===== config.mk =====
export PLATFORM = sky130hd
export DESIGN_NAME = fmnco_front_flat
export DESIGN_NICKNAME = d
export VERILOG_FILES = /design/src/sv/fmnco_pkg.sv /design/src/sv/fmnco_pcm_if.sv /design/src/sv/fmnco_front.sv /design/src/flat_wrapper.sv
export SDC_FILE = /design/constraint.sdc
export NUM_CORES = 2
export LEC_CHECK = 0
export BUFFER_PORTS_ARGS = -buffer_cell sky130_fd_sc_hd__buf_2
export CAP_MARGIN = 30
export CORE_ASPECT_RATIO = 1.4
export CORE_MARGIN = 2
export CORE_UTILIZATION = 65
export DETAILED_ROUTE_END_ITERATION = 6
export PLACE_DENSITY = 0.8
export SLEW_MARGIN = 20
export SYNTH_ARGS = -nofsm -noshare
export SYNTH_HDL_FRONTEND = slang
export SYNTH_SLANG_ARGS = --single-unit
export TNS_END_PERCENT = 1

===== constraint.sdc =====
create_clock -name i_clk -period 10.35 [get_ports i_clk]
set_clock_uncertainty 0.15 [all_clocks]
set_input_delay 0.5175 -clock i_clk [delete_from_list [all_inputs] [get_ports i_clk]]
set_output_delay 0.5175 -clock i_clk [all_outputs]
set_load 0.03 [all_outputs]

===== src/sv/fmnco_pkg.sv =====
// ============================================================================
// fmnco_pkg: shared types and constants of the FM modulator NCO
// Widths, register codes, queue sizing and the quarter-wave sine ROM image.
// ============================================================================
package fmnco_pkg;

    localparam int LutBits  = 12;
    localparam int SampleW  = 32;
    localparam int PhaseW   = 32;
    localparam int MagW     = 31;
    localparam int ProdW    = 2 * SampleW + 1;
    localparam int ModLsb   = SampleW - 1;

    localparam int Quarter  = 1 << (LutBits - 2);
    localparam int QAddrW   = LutBits - 1;
    localparam int BankBits = (LutBits - 3 < 7) ? LutBits - 3 : 7;
    localparam int BankSize = 1 << BankBits;
    localparam int NumBanks = (Quarter >> BankBits) + 1;
    localparam int BankSelW = QAddrW - BankBits;
    localparam int RomDepth = NumBanks * BankSize;
    localparam int RomAddrW = $clog2(RomDepth);

    localparam int QDepth   = 4;
    localparam int QPtrW    = $clog2(QDepth);
    localparam int QCntW    = QPtrW + 1;

    localparam int ApbAddrW = 3;
    localparam logic RegCarrier = 1'b0;
    localparam logic RegGain    = 1'b1;

    localparam logic [31:0] CarrierReset = 32'd486957743;
    localparam logic [31:0] GainReset    = 32'd97391;

    localparam logic [63:0] HalfPiQ60 = 64'h1921FB54442D1847;
    localparam logic [63:0] FullScale = 64'd2147483647;

    typedef logic signed [SampleW-1:0] t_sample;
    typedef logic [PhaseW-1:0]         t_phase;
    typedef logic [LutBits-1:0]        t_lut_idx;
    typedef logic [MagW-1:0]           t_mag;
    typedef logic [QAddrW-1:0]         t_qaddr;
    typedef t_mag                      t_rom [RomDepth];

    typedef struct packed {
        logic [31:0] carrier;
        logic [31:0] gain;
    } t_cfg;

    typedef struct packed {
        logic full;
        logic empty;
    } t_q_status;

    // (a*b) >> 60 in unsigned Q60
    function automatic logic [63:0] q60_mul(input logic [63:0] a, input logic [63:0] b);
        logic [127:0] p;
        p = {64'd0, a} * {64'd0, b};
        return p[123:60];
    endfunction

    // sin(pi/2 * j / Quarter) * (2^31 - 1), rounded, Taylor series in Q60
    function automatic t_mag quarter_sine(input logic [31:0] j);
        logic [63:0] x;
        logic [63:0] x2;
        logic [63:0] term;
        logic [63:0] sum;
        logic [63:0] sh;
        logic [63:0] sl;
        logic [63:0] hi;
        logic [63:0] t;
        logic [63:0] r;
        x    = q60_mul(HalfPiQ60, 64'(j) << (62 - LutBits));
        x2   = q60_mul(x, x);
        term = x;
        sum  = x;
        term = q60_mul(term, x2) / 64'd6;   sum = sum - term;
        term = q60_mul(term, x2) / 64'd20;  sum = sum + term;
        term = q60_mul(term, x2) / 64'd42;  sum = sum - term;
        term = q60_mul(term, x2) / 64'd72;  sum = sum + term;
        term = q60_mul(term, x2) / 64'd110; sum = sum - term;
        term = q60_mul(term, x2) / 64'd156; sum = sum + term;
        term = q60_mul(term, x2) / 64'd210; sum = sum - term;
        term = q60_mul(term, x2) / 64'd272; sum = sum + term;
        term = q60_mul(term, x2) / 64'd342; sum = sum - term;
        term = q60_mul(term, x2) / 64'd420; sum = sum + term;
        term = q60_mul(term, x2) / 64'd506; sum = sum - term;
        term = q60_mul(term, x2) / 64'd600; sum = sum + term;
        sh = sum >> 32;
        sl = {32'd0, sum[31:0]};
        hi = sh * FullScale;
        t  = sl * FullScale + (64'd1 << 59);
        r  = (hi + (t >> 32)) >> 28;
        if (r > FullScale) begin
            r = FullScale;
        end
        return r[MagW-1:0];
    endfunction

    // quarter-wave image, banked and zero padded above Quarter
    function automatic t_rom build_rom();
        t_rom rom;
        for (int j = 0; j < RomDepth; j++) begin
            rom[j] = (j <= Quarter) ? quarter_sine(32'(j)) : '0;
        end
        return rom;
    endfunction

    localparam t_rom SineRom = build_rom();

endpackage


===== src/sv/fmnco_pcm_if.sv =====
// ============================================================================
// fmnco_pcm_if: PCM sample stream
// Valid/ready channel carrying one signed audio sample per transaction.
// ============================================================================
interface fmnco_pcm_if;
    import fmnco_pkg::*;

    logic    valid;
    logic    ready;
    t_sample pcm_sample;

    modport source (output valid, output pcm_sample, input ready);
    modport sink   (input valid, input pcm_sample, output ready);
endinterface


===== src/sv/fmnco_front.sv =====
// ============================================================================
// fmnco_front: sample intake and phase accumulation
// Scales the sample by the deviation gain, then advances the phase and
// pushes the table index into the queue.
// ============================================================================
module fmnco_front (
    input  logic                 i_clk,
    input  logic                 i_rst_n,
    input  fmnco_pkg::t_cfg      i_cfg,
    input  logic                 i_enable,
    input  fmnco_pkg::t_q_status i_q_status,
    fmnco_pcm_if.sink            i_pcm,
    output logic                 o_push,
    output fmnco_pkg::t_lut_idx  o_push_idx
);
    import fmnco_pkg::*;

    logic                    r_a_vld;
    t_phase                  r_a_mod;
    t_phase                  r_phase;
    t_phase                  n_phase;
    logic signed [ProdW-1:0] w_prod;
    logic                    w_take;

    assign w_prod      = i_pcm.pcm_sample * $signed({1'b0, i_cfg.gain});
    assign o_push      = r_a_vld && !i_q_status.full;
    assign i_pcm.ready = i_enable && (!r_a_vld || !i_q_status.full);
    assign w_take      = i_pcm.valid && i_pcm.ready;
    assign n_phase     = r_phase + i_cfg.carrier + r_a_mod;
    assign o_push_idx  = n_phase[PhaseW-1 -: LutBits];

    always_ff @(posedge i_clk) begin
        if (!i_rst_n) begin
            r_a_vld <= 1'b0;
            r_phase <= '0;
        end else begin
            if (w_take) begin
                r_a_vld <= 1'b1;
            end else if (o_push) begin
                r_a_vld <= 1'b0;
            end
            if (o_push) begin
                r_phase <= n_phase;
            end
        end
    end

    always_ff @(posedge i_clk) begin
        if (w_take) begin
            r_a_mod <= w_prod[ModLsb +: PhaseW];
        end
    end
endmodule


===== src/flat_wrapper.sv =====
// flat-port wrapper written by rule: the top's interface ports become plain ports
module fmnco_front_flat import fmnco_pkg::*;
  (i_clk, i_rst_n, i_cfg, i_enable, i_q_status, o_push, o_push_idx, i_pcm_valid, i_pcm_pcm_sample, i_pcm_ready);
  fmnco_pcm_if i_pcm_i ();
  input  logic i_clk;
  input  logic i_rst_n;
  input  fmnco_pkg::t_cfg i_cfg;
  input  logic i_enable;
  input  fmnco_pkg::t_q_status i_q_status;
  output logic o_push;
  output fmnco_pkg::t_lut_idx o_push_idx;
  input wire logic [$bits(i_pcm_i.valid)-1:0] i_pcm_valid;
  input wire logic [$bits(i_pcm_i.pcm_sample)-1:0] i_pcm_pcm_sample;
  output wire logic [$bits(i_pcm_i.ready)-1:0] i_pcm_ready;
  assign i_pcm_i.valid = i_pcm_valid;
  assign i_pcm_i.pcm_sample = i_pcm_pcm_sample;
  assign i_pcm_ready = i_pcm_i.ready;
  fmnco_front u_core (.i_clk(i_clk), .i_rst_n(i_rst_n), .i_cfg(i_cfg), .i_enable(i_enable), .i_q_status(i_q_status), .i_pcm(i_pcm_i), .o_push(o_push), .o_push_idx(o_push_idx));
endmodule

==> results.sh <==
export IMPL_outcome="finished, final reports clean"
export IMPL_num_rows=103
export IMPL_layout_commonest_cell="fa_1"
export IMPL_ys_types=60
export IMPL_insertion_delay_ns=0.33
export IMPL_fp_coreArea_sq_um=56320
export IMPL_rr_startpoint="u_core.r_a_mod[1]$_DFFE_PP_"
export IMPL_relSlewSlack=0.3225
export IMPL_r2r_cells=14
export IMPL_holdWs_ns=0.3199
export IMPL_chipHeight_um=286.4
export IMPL_multiInputGateArea_sq_um=31230
export IMPL_drv_cap=0
export IMPL_wl_per_cell_um=20.84
export IMPL_crit_path_end_kind="register"
export IMPL_fmax_mhz=119.3
export IMPL_hpwl_um=72840
export IMPL_rsz0062_at_grt="no"
export IMPL_setup_tns_ns=0
export IMPL_period_share=0.8102
export IMPL_viasPerCell=5.864
export IMPL_min_period_ns=8.385
export IMPL_dr_pass1_iters=5
export IMPL_slew_violations=0
export IMPL_nets=5227
export IMPL_netlist_area_sq_um=37030
export IMPL_netlist_instances=3974
export IMPL_cts_max_path_buffers=2
export IMPL_hold_path_class="input pin to register"
export IMPL_numPortBuffers=114
export IMPL_synth_top_area_frac=0.5016
export IMPL_grt_pass1_vias=30709
export IMPL_post_cts_buffers=0
export IMPL_holdPathStages=3
export IMPL_dieArea_sq_um=58930
export IMPL_vias=27157
export IMPL_drc=0
export IMPL_cts_tree="yes"
export IMPL_path_clk_slew_ns=0.05
export IMPL_cts_max_level=3
export IMPL_start_util=0.6576
export IMPL_syn_avg_cell_area_sq_um=9.319
export IMPL_ant_nets=0
export IMPL_hold_viol=0
export IMPL_synthTopCellsByArea="fa_1, and2_1, ha_1"
export IMPL_synth_edf_count=32
export IMPL_fp_dieW_um=205.7
export IMPL_drt_iter0_drc=1666
export IMPL_async_reset_ff_frac=0
export IMPL_hold_start="i_q_status[1]"
export IMPL_grt_max_degree=49
export IMPL_synth_fp_nets=5313
export IMPL_start_kind="input pin"
export IMPL_yosysSeqAreaShare=0.04379
export IMPL_cts_hold_buf=0
export IMPL_final_cell_mix="fa_1, inv_1, and2_1, nand2_1, ha_1"
export IMPL_cp_required_ns=10.28
export IMPL_yosys_warnings=0
export IMPL_synth_seq_cells=65
export IMPL_crit_type="input pin to register"
export IMPL_synth_flop_cell="dfxtp_1"
export IMPL_grt_pass1_wl_um=157700
export IMPL_worstMarginPinSlew_ns=1.016
export IMPL_cts_buffers=9
export IMPL_drive_above_1_share=0.03956
export IMPL_cp_max_fo=32
export IMPL_grt_ovfl_total=0
export IMPL_antenna_found_initial=6
export IMPL_setup_viol=0
export IMPL_cts_sinks=65
export IMPL_grt_total_usage=0.3520
export IMPL_cp_arrival_ns=8.32
export IMPL_crit_path_start="i_cfg[17]"
export IMPL_io_pins=116
export IMPL_seq_area_sq_um=1622
export IMPL_clockRootBuffer="clkbuf_16"
export IMPL_cts_resized=0
export IMPL_n_fill_cell=4372
export IMPL_wl_um=96500
export IMPL_yosys_area_top_type="fa_1"
export IMPL_area_growth_pct=2.726
export IMPL_place_gp_congestion=0.9116
metal layers:
metal  part of all wire  vias to the layer above  GRT usage
li1                   -                    11472          -
met1               0.33                    13929     0.3937
met2               0.52                     1284     0.6142
met3              0.077                      468    0.06359
met4              0.080                        4     0.2295
met5            0.00024                        -          0
cells by family after synthesis:
| group | Yosys count | synth area share |
|---|---|---|
| and+or+nand+nor | 1250 | 0.1774 |
| adders and majority gates | 1237 | 0.6060 |
| buffers and inverters | 1102 | 0.1129 |
| AOI/OAI and AO/OA | 255 | 0.04446 |
| xor gates and xnor gates | 65 | 0.01537 |
| DFF | 65 | 0.04379 |
through the flow:
stage	worst slack [ns]	util	std cells	area [sq um]
2_1_floorplan	2.991	-	3974	37030
6_report	1.965	0.6755	4631	38040
5_1_grt	1.519	0.6754	4628	38040
3_3_place_gp	1.788	0.6699	4610	37730
3_5_place_dp	1.742	0.6707	4612	37770
4_1_cts	2.086	0.6754	4628	38040
layout make-up:
class,count,share of cell area
Sequential cell,65,0.04262
Antenna cell,3,0.0001973
Inverter,876,0.08643
Tap cell,735,0.02417
Clock buffer,11,0.006117
Multi-Input combinational cell,2807,0.8209
Timing Repair Buffer,129,0.01868
Clock inverter,5,0.0008551
flip-flops by register name, summed over array words and instances (netlist names):
signal and count:
u_core.r_a_mod 32, u_core.r_phase 32, u_core.r_a_vld 1
cells in the mapped netlist, types with 3 or more instances:
cell / n
a211o_1: 3
a211oi_1: 5
a21boi_0: 7
a21o_1: 45
a21oi_1: 77
a221oi_1: 3
a31oi_1: 7
and2_1: 634
and3_1: 12
and4_1: 5
buf_4: 12
clkbuf_1: 214
dfxtp_1: 33
edfxtp_1: 32
fa_1: 928
ha_1: 309
inv_1: 876
nand2_1: 443
nand2b_1: 22
nand3_1: 26
nand4_1: 12
nand4b_1: 5
nor2_1: 59
nor2b_1: 10
nor3_1: 7
o211ai_1: 7
o21a_1: 10
o21ai_0: 51
o21ai_1: 5
o21bai_1: 6
o31a_1: 4
o31ai_1: 5
or3_1: 5
xnor2_1: 36
xor2_1: 29
worst max-delay path: stages:
cell and delay [ns]:
buf_2 0.71, and2_1 0.25, fa_1 0.44, fa_1 0.56
inv_1 0.07, fa_1 0.45, fa_1 0.54, inv_1 0.06
fa_1 0.55, fa_1 0.42, fa_1 0.55, fa_1 0.44
ha_1 0.37, a21o_1 0.20, a21o_1 0.24, a2111oi_2 0.50
o211ai_1 0.16, o211a_1 0.33, a21oi_2 0.28, o31a_2 0.23
nor2b_1 0.08, a41oi_1 0.24, xnor2_1 0.09
final timing paths:
kind	to	slack, ns
setup reg to reg	u_core.r_phase[31]$_SDFFE_PN0P_	6.06
hold reg to reg	u_core.r_phase[26]$_SDFFE_PN0P_	0.33
hold / removal	u_core.r_a_vld$_SDFFE_PN0P_	0.32
setup / recovery	u_core.r_a_mod[26]$_DFFE_PP_	1.96
Power is not shown: default switching activity piles up to over one toggle a cycle in this logic, so the estimate is an artifact.
