[src/sv/fmnco_pkg.sv]
// ============================================================================
// fmnco_pkg: shared types and constants of the FM modulator NCO
// Widths, register codes, queue sizing and the quarter-wave sine ROM image.
// ============================================================================
package fmnco_pkg;

    localparam int LutBits  = 12;
    localparam int SampleW  = 32;
    localparam int PhaseW   = 32;
    localparam int MagW     = 31;
    localparam int ProdW    = 2 * SampleW + 1;
    localparam int ModLsb   = SampleW - 1;

    localparam int Quarter  = 1 << (LutBits - 2);
    localparam int QAddrW   = LutBits - 1;
    localparam int BankBits = (LutBits - 3 < 7) ? LutBits - 3 : 7;
    localparam int BankSize = 1 << BankBits;
    localparam int NumBanks = (Quarter >> BankBits) + 1;
    localparam int BankSelW = QAddrW - BankBits;
    localparam int RomDepth = NumBanks * BankSize;
    localparam int RomAddrW = $clog2(RomDepth);

    localparam int QDepth   = 4;
    localparam int QPtrW    = $clog2(QDepth);
    localparam int QCntW    = QPtrW + 1;

    localparam int ApbAddrW = 3;
    localparam logic RegCarrier = 1'b0;
    localparam logic RegGain    = 1'b1;

    localparam logic [31:0] CarrierReset = 32'd486957743;
    localparam logic [31:0] GainReset    = 32'd97391;

    localparam logic [63:0] HalfPiQ60 = 64'h1921FB54442D1847;
    localparam logic [63:0] FullScale = 64'd2147483647;

    typedef logic signed [SampleW-1:0] t_sample;
    typedef logic [PhaseW-1:0]         t_phase;
    typedef logic [LutBits-1:0]        t_lut_idx;
    typedef logic [MagW-1:0]           t_mag;
    typedef logic [QAddrW-1:0]         t_qaddr;
    typedef t_mag                      t_rom [RomDepth];

    typedef struct packed {
        logic [31:0] carrier;
        logic [31:0] gain;
    } t_cfg;

    typedef struct packed {
        logic full;
        logic empty;
    } t_q_status;

    // (a*b) >> 60 in unsigned Q60
    function automatic logic [63:0] q60_mul(input logic [63:0] a, input logic [63:0] b);
        logic [127:0] p;
        p = {64'd0, a} * {64'd0, b};
        return p[123:60];
    endfunction

    // sin(pi/2 * j / Quarter) * (2^31 - 1), rounded, Taylor series in Q60
    function automatic t_mag quarter_sine(input logic [31:0] j);
        logic [63:0] x;
        logic [63:0] x2;
        logic [63:0] term;
        logic [63:0] sum;
        logic [63:0] sh;
        logic [63:0] sl;
        logic [63:0] hi;
        logic [63:0] t;
        logic [63:0] r;
        x    = q60_mul(HalfPiQ60, 64'(j) << (62 - LutBits));
        x2   = q60_mul(x, x);
        term = x;
        sum  = x;
        term = q60_mul(term, x2) / 64'd6;   sum = sum - term;
        term = q60_mul(term, x2) / 64'd20;  sum = sum + term;
        term = q60_mul(term, x2) / 64'd42;  sum = sum - term;
        term = q60_mul(term, x2) / 64'd72;  sum = sum + term;
        term = q60_mul(term, x2) / 64'd110; sum = sum - term;
        term = q60_mul(term, x2) / 64'd156; sum = sum + term;
        term = q60_mul(term, x2) / 64'd210; sum = sum - term;
        term = q60_mul(term, x2) / 64'd272; sum = sum + term;
        term = q60_mul(term, x2) / 64'd342; sum = sum - term;
        term = q60_mul(term, x2) / 64'd420; sum = sum + term;
        term = q60_mul(term, x2) / 64'd506; sum = sum - term;
        term = q60_mul(term, x2) / 64'd600; sum = sum + term;
        sh = sum >> 32;
        sl = {32'd0, sum[31:0]};
        hi = sh * FullScale;
        t  = sl * FullScale + (64'd1 << 59);
        r  = (hi + (t >> 32)) >> 28;
        if (r > FullScale) begin
            r = FullScale;
        end
        return r[MagW-1:0];
    endfunction

    // quarter-wave image, banked and zero padded above Quarter
    function automatic t_rom build_rom();
        t_rom rom;
        for (int j = 0; j < RomDepth; j++) begin
            rom[j] = (j <= Quarter) ? quarter_sine(32'(j)) : '0;
        end
        return rom;
    endfunction

    localparam t_rom SineRom = build_rom();

endpackage

[src/sv/fmnco_queue.sv]
// ============================================================================
// fmnco_queue: short FIFO of table indices
// Decouples phase accumulation from the table lookup and output side.
// ============================================================================
module fmnco_queue (
    input  logic                 i_clk,
    input  logic                 i_rst_n,
    input  logic                 i_push,
    input  fmnco_pkg::t_lut_idx  i_push_idx,
    input  logic                 i_pop,
    output fmnco_pkg::t_lut_idx  o_pop_idx,
    output fmnco_pkg::t_q_status o_status
);
    import fmnco_pkg::*;

    t_lut_idx         r_mem [QDepth];
    logic [QPtrW-1:0] r_wr_ptr;
    logic [QPtrW-1:0] r_rd_ptr;
    logic [QCntW-1:0] r_count;

    assign o_status.full  = (r_count == QCntW'(QDepth));
    assign o_status.empty = (r_count == '0);
    assign o_pop_idx      = r_mem[r_rd_ptr];

    always_ff @(posedge i_clk) begin
        if (!i_rst_n) begin
            r_wr_ptr <= '0;
            r_rd_ptr <= '0;
            r_count  <= '0;
        end else begin
            if (i_push) begin
                r_wr_ptr <= r_wr_ptr + 1'b1;
            end
            if (i_pop) begin
                r_rd_ptr <= r_rd_ptr + 1'b1;
            end
            case ({i_push, i_pop})
                2'b10:   r_count <= r_count + 1'b1;
                2'b01:   r_count <= r_count - 1'b1;
                default: r_count <= r_count;
            endcase
        end
    end

    always_ff @(posedge i_clk) begin
        if (i_push) begin
            r_mem[r_wr_ptr] <= i_push_idx;
        end
    end

    a_no_push_full: assert property (@(posedge i_clk) disable iff (!i_rst_n)
        o_status.full |-> !i_push)
        else $error("queue push while full");

    a_no_pop_empty: assert property (@(posedge i_clk) disable iff (!i_rst_n)
        o_status.empty |-> !i_pop)
        else $error("queue pop while empty");

    a_ptr_match: assert property (@(posedge i_clk) disable iff (!i_rst_n)
        (o_status.full || o_status.empty) |-> (r_wr_ptr == r_rd_ptr))
        else $error("queue pointers disagree with count");
endmodule

[config.mk]
export PLATFORM = sky130hd
export DESIGN_NAME = fmnco_queue
export DESIGN_NICKNAME = d
export VERILOG_FILES = /design/src/sv/fmnco_pkg.sv /design/src/sv/fmnco_queue.sv
export SDC_FILE = /design/constraint.sdc
export NUM_CORES = 1
export LEC_CHECK = 0
export ABC_CLOCK_PERIOD_IN_PS = 5670
export BUFFER_PORTS_ARGS = -buffer_cell sky130_fd_sc_hd__buf_4
export CORE_MARGIN = 4
export CORE_UTILIZATION = 55
export DETAILED_ROUTE_END_ITERATION = 10
export PLACE_DENSITY = 0.77
export SLEW_MARGIN = 25
export SYNTH_ARGS = -nofsm -noshare
export SYNTH_HDL_FRONTEND = slang
export SYNTH_SLANG_ARGS = --single-unit
[constraint.sdc]
create_clock -name i_clk -period 5.67 [get_ports i_clk]
set_input_delay 1.701 -clock i_clk [delete_from_list [all_inputs] [get_ports i_clk]]
set_output_delay 1.701 -clock i_clk [all_outputs]
set_load 0.01 [all_outputs]
==> impl_results.md, run 1 <==
- CP max-delay cell: dfxtp_1
- Clk_skew: 0.00604 ns
- PnR Total Power: 0.896 mW
- Gate power share: about 11%
- Worst-path clk slew: ~0.060 ns
- Reg-to-reg slack, setup: 4.11 ns
- Overflow after GRT: 0
- Hold_ws: 0.512 ns
- Crit Path Class: reg -> out
- Antenna viol nets, final: 0
- Fin cells: 199
- Initial antenna violation count: 0
- Clock Tree Buf Depth: 2
- First-pass GRT wire length: 5.29 mm
- Number of port buffers: 29
- # clock sinks: 57
- CP peak stage delay: 0.82 ns
- Yosys warns: 0
- Core ar.: 3740 µm²
- Final instance area: 2610 µm²
- Power Density: about 340 nW/µm²
- Clk Latency, worst-skew pair: 0.32 ns
- Reg power frac: a little under three fifths
- DP HPWL: 2.10 mm
- Post-synthesis cell area: approximately 2200 µm²
- Avg WL per Cell: 16.0 µm
- GRT Resource Usage Total: between 10% and 20%
- Quantity of gates resized following cts: 0
- Status: complete, no violations
- Worst path required time: approximately 4 ns
- Ports: 30
- Hold Startpoint: r_count[2]$_SDFFE_PN0P_
- Nets@finish: 168
- HP Class: reg -> reg
- Dpl cells: about 180
- Startpoint Class: flip-flop
- Initial core utilization: 58.4%
- Max cap viols: 0
- Total Routed Length: approximately 3.2 mm
- Area growth, synth to finish: 19.4%
- Max IR drop VDD: 0.223 mV
- Power Internal: 0.690 mW
- Setup Viol. Count Final: 0
- Routability cong.: 0.693
- Worst-Margin Slew: 0.768 ns
- DRC viols: 0
- Distinct cells, synth: 20
- Layout cells sized above 1: 35.8%
- Cells on worst reg2reg path: 5
- Fin. max-slew vios: 0
- Via density: 5.21
- Largest net degree at the start of global routing: 13
- R2r startpoint: r_count[0]$_SDFFE_PN0P_
- Hold Path Stages: 2
- Period minus WS final: between 3 and 4 ns
- Area after DPL: 2450 µm²
- Cell Chain, Critical Path: mux4_1 -> buf_4
- Net Sw Power: 0.206 mW
- Syn avg cell area: 20.2 µm²
- Pre-CTS WS: between 2 and 2.5 ns
- Max Clk Rate: 0.275 GHz
- Sequential share of the synthesized area: approximately three quarters
- CTS Buf Count: 9
- Finished Core Util: 69.7%
- RSZ-0062 raised after global routing: no
- Antenna Cells: 0
- H-Tree Depth: 3
- Cts-stage hold buffer count: 0
- Clock root cell: clkbuf_8
- Setup TNS: 0 ns
- Sw Ratio: 23.0%
- Leakage: 0.937 nW
- # fillers: 274
- Yosys reg bits: 57
- Number of global-route vias before repair: 1,111
- Post-CTS Setup Bufs: 0
- CTS tree: yes
- Reg-to-Reg End: r_count[2]$_SDFFE_PN0P_
- Worst Hold Path EP: r_count[2]$_SDFFE_PN0P_
- Fin crit share: 64.2%
- Total number of vias: 1,037
- Final Hold Fails: 0
- Drt first pass iters: 4
- Critical Path Sink Type: primary output
- Chip Width: 71.0 µm
- Clock share of power: 33.8%
- Mapped Cells: 108
- Die area: 5050 µm²
- Setup WS post-layout: 2.03 ns
- First-iteration detailed-routing DRC count: between 50 and 60
- WP data arrival: 1.94 ns
- Syn Nets: 130
- Crit path max fanout: 12
- # rows: 22
- Die height: 71.0 µm
- Worst relative slew slack: 48.7%
## cells in the mapped netlist
cell      number  area share, %
edfxtp_1      48             66
and2_1        10            2.9
mux4_2        10             10
dfxtp_1        9            8.2
inv_1          6            1.0
ha_1           5            2.9
xor2_1         3            1.2
mux4_1         2            2.4
nand2_1        2           0.34
o21ai_0        2           0.46
xnor2_1        2           0.80
a21boi_0       1           0.34
and3_1         1           0.29
buf_2          1           0.23
buf_6          1           0.52
fa_1           1           0.92
mux2i_1        1           0.46
nor2b_1        1           0.29
nor3_1         1           0.23
or3_1          1           0.29
## cell families (layout without fill, tap and decap cells)
family	Yosys count	after routing	share of synthesized area, %
and+or+nand+nor	16	16	4.29
xor gates and xnor gates	5	5	2.00
buffers and inverters	8	51	1.77
DFF	57	57	74.2
AOI/OAI and AO/OA	3	3	0.802
muxes	13	13	13.2
adders and majority gates	6	6	3.78
## power groups by stage
stage                     registers, mW  clock network [mW]  logic, mW
after detailed placement          0.504                   0      0.101
after floorplan                   0.494                   0     0.0627
after CTS                         0.495               0.310      0.101
after global placement            0.502                   0     0.0977
final                             0.494               0.303     0.0992
after global routing              0.498               0.333      0.110
## sequential cells by signal (all words and copies together), names as in the netlist, named ones only
register,cells
r_wr_ptr,2
r_rd_ptr,2
r_mem,48
r_count,3
## layout by cell type (no fill, tap or decap), types with 2 or more instances in the layout
cell type and n:
buf_4 29, xnor2_1 2, and2_1 10, mux4_1 2, clkbuf_8 9, clkinv_2 4
nand2_1 2, xor2_1 3, inv_1 6, mux4_2 10, clkinvlp_4 2, ha_1 5
dfxtp_1 9, o21ai_0 2, edfxtp_1 48
## worst max-delay path by stage
| stage | to | depth (start not counted) | from |
|---|---|---|---|
| floorplan | r_count[2]$_SDFFE_PN0P_ | 7 | i_push |
| global placement | o_pop_idx[10] | 2 | flip-flop |
| detailed placement | o_pop_idx[10] | 2 | flip-flop |
| CTS | o_pop_idx[10] | 2 | flip-flop |
| global route | o_pop_idx[10] | 2 | flip-flop |
| finish | o_pop_idx[10] | 2 | flip-flop |
## worst max-delay path, delay by kind of cell (launching register included)
kind / cells / cell delay [ns]
muxes: 1 / 0.64
DFF: 1 / 0.82
buffers and inverters: 1 / 0.16
## metal layers
layer | routed length [µm] | vias to the layer above | part of all wire (%) | GRT usage (%)
met1 | 1360 | 511 | 43 | 16.6
li1 | - | 493 | - | -
met2 | 1570 | 26 | 49 | 23.4
met4 | 57 | 0 | 1.8 | 7.52
met5 | 0 | - | 0 | 0
met3 | 190 | 7 | 6.0 | 6.53
## area by class of cell
type	count	area, µm²	area share (%)
clock inverters	6	35.0	1.34
repair buffers	29	218	8.34
well taps	48	60.1	2.30
clock buffers	10	128	4.89
flip-flops and latches	57	1620	62.1
multi-input cells	43	526	20.1
inverters	6	22.5	0.863
Power figures use the tool's default switching activity.
==> inputs of run 2 (changes only) <==
ABC_CLOCK_PERIOD_IN_PS = 3400   (was 5670)
clock period = 3.4 ns   (was 5.67 ns; I/O delays follow)
==> run 2 against run 1 <==
Effect of this change:
- first-iteration DRC count rose by 1.9%
- global-route usage is 1.3 points higher
- register-to-register slack worse by 2.3 ns
- clock power up 59%
- largest cell class unchanged
- largest power group unchanged
==> impl_results.md, run 2 (same netlist as run 1, synthesis figures left out) <==
- Number of port buffers: 29
- Worst-path clk slew: 0.05 ns
- Post-CTS Setup Bufs: 0
- Antenna Cells: 0
- Worst relative slew slack: a little under three fifths
- HP Class: reg -> reg
- PnR Total Power: 1.48 mW
- Largest net degree at the start of global routing: 13
- Cts-stage hold buffer count: 0
- Chip Width: 71.0 µm
- Met3 routed WL: 175 µm
- CTS Buf Count: 9
- # rows: 22
- Startpoint Class: flip-flop
- Critical path buffers and inverters: 2
- Layout cells sized above 1: 32.9%
- Cell Chain, Critical Path: buf_4 -> mux4_2 -> buf_4
- Period minus WS final: 2.82 ns
- Antenna viol nets, final: 0
- Nets@finish: 169
- Fin crit share: 83.0%
- Worst-Margin Slew: about 0.65 ns
- Critical Path Most Common Cell: buf_4
- Finished Core Util: 69.6%
- Routability cong.: roughly 0.68
- Initial antenna violation count: 0
- # clock sinks: 57
- Worst path required time: 2.38 ns
- Max FFs per register: between 40 and 50
- RSZ-0062 raised after global routing: no
- Status: complete, no violations
- Initial core utilization: ~58%
- Setup TNS: 0 ns
- Area growth, synth to finish: 19.2%
- Critical Path Sink Type: primary output
- Crit path max fanout: 7
- Power Density: 566 nW/µm²
- DRC viols: 0
- First-iteration detailed-routing DRC count: 55
- H-Tree Depth: 3
- Drt first pass iters: 4
- Leakage: 0.936 nW
- Final Hold Fails: 0
- CP peak stage delay: 0.56 ns
- Regs by FF count: r_mem (48), r_count (3)
- Final instance area: 2610 µm²
- Core ar.: 3740 µm²
- Biggest register: r_mem
- Crit Path Class: reg -> out
- Setup Viol. Count Final: 0
- First-pass GRT wire length: 5.79 mm
- # fillers: 261
- Family with the most delay on the worst path: flip-flops
- Fin. max-slew vios: 0
- Ports: 30
- Avg WL per Cell: between 15 and 20 µm
- Max cap viols: 0
- Max IR drop VDD: ~0.32 mV
- Quantity of gates resized following cts: 0
- Die height: 71.0 µm
- Via density: 5.35
- Area after DPL: roughly 2500 µm²
- WP data arrival: 1.80 ns
- Most frequent cells in the layout: edfxtp_1, buf_4, mux4_2, and2_1
- Total Routed Length: 3.41 mm
- CP max-delay cell: dfxtp_1
- DRT met1 WL: 1.31 mm
- Clk Latency, worst-skew pair: about 0.32 ns
- CTS tree: yes
- Clk_skew: 0.00524 ns
- Number of global-route vias before repair: 1,212
- Total number of vias: 1,070
- WL met2: about 1.9 mm
- Overflow after GRT: 0
- Max Clk Rate: 0.354 GHz
- DP HPWL: roughly 2.3 mm
- GRT Resource Usage Total: 15.9%
- Commonest non-fill, non-tap cell in the layout: edfxtp_1
- Die area: 5050 µm²
- Clock root cell: clkbuf_8
- Clock Tree Buf Depth: 2
- Top Metal Used: met4
==> run 2: changes by cell type in the layout (fill, tap and decap cells not counted), sizes merged <==
cell / delta
buf: +1
clkinvlp: -2
clkbuf: +4
clkinv: -2
==> run 2: per-stage QoR <==
step	instances	worst slack, ns	hold slack, ns
6_report	200	0.578	0.536
3_5_place_dp	184	0.828	0.523
2_1_floorplan	108	1.11	0.473
5_1_grt	200	0.416	0.563
4_1_cts	200	0.506	0.531
3_3_place_gp	184	0.858	0.489
==> run 2: worst paths after layout <==
check	startpoint	end	slack (ns)	cells past startpoint
setup / recovery	flip-flop	o_pop_idx[1]	0.58	3
hold / removal	r_count[2]$_SDFFE_PN0P_	r_count[2]$_SDFFE_PN0P_	0.54	2
setup reg to reg	r_count[0]$_SDFFE_PN0P_	r_count[2]$_SDFFE_PN0P_	1.78	5
hold reg to reg	r_count[2]$_SDFFE_PN0P_	r_count[2]$_SDFFE_PN0P_	0.54	2
==> run 2: routing by layer <==
layer,vias up,track usage [%]
met5,-,0
met4,0,6.89
met3,7,5.54
met2,38,28.0
met1,532,17.2
li1,493,-
==> run 2: where the power goes <==
part / leakage [nW] / internal [mW] / switching (mW)
sequential: 0.515 / 0.799 / 0.0227
combinational: 0.345 / 0.0960 / 0.0763
clock: 0.0761 / 0.261 / 0.221
total: 0.936 / 1.16 / 0.320
==> run 2: cell type report <==
| type | count | area (µm²) | area share (%) |
|---|---|---|---|
| Tap cell | 48 | 60.1 | 2.30 |
| Multi-Input combinational cell | 43 | 526 | 20.2 |
| Sequential cell | 57 | 1620 | 62.2 |
| Clock inverter | 2 | 8.76 | 0.336 |
| Clock buffer | 14 | 143 | 5.47 |
| Inverter | 6 | 22.5 | 0.864 |
| Timing Repair Buffer | 30 | 225 | 8.64 |
==> run 2: worst min-delay path, stage by stage (launching register included) <==
cell and delay (ns):
dfxtp_1 0.33, o21ai_0 0.07, a21boi_0 0.08
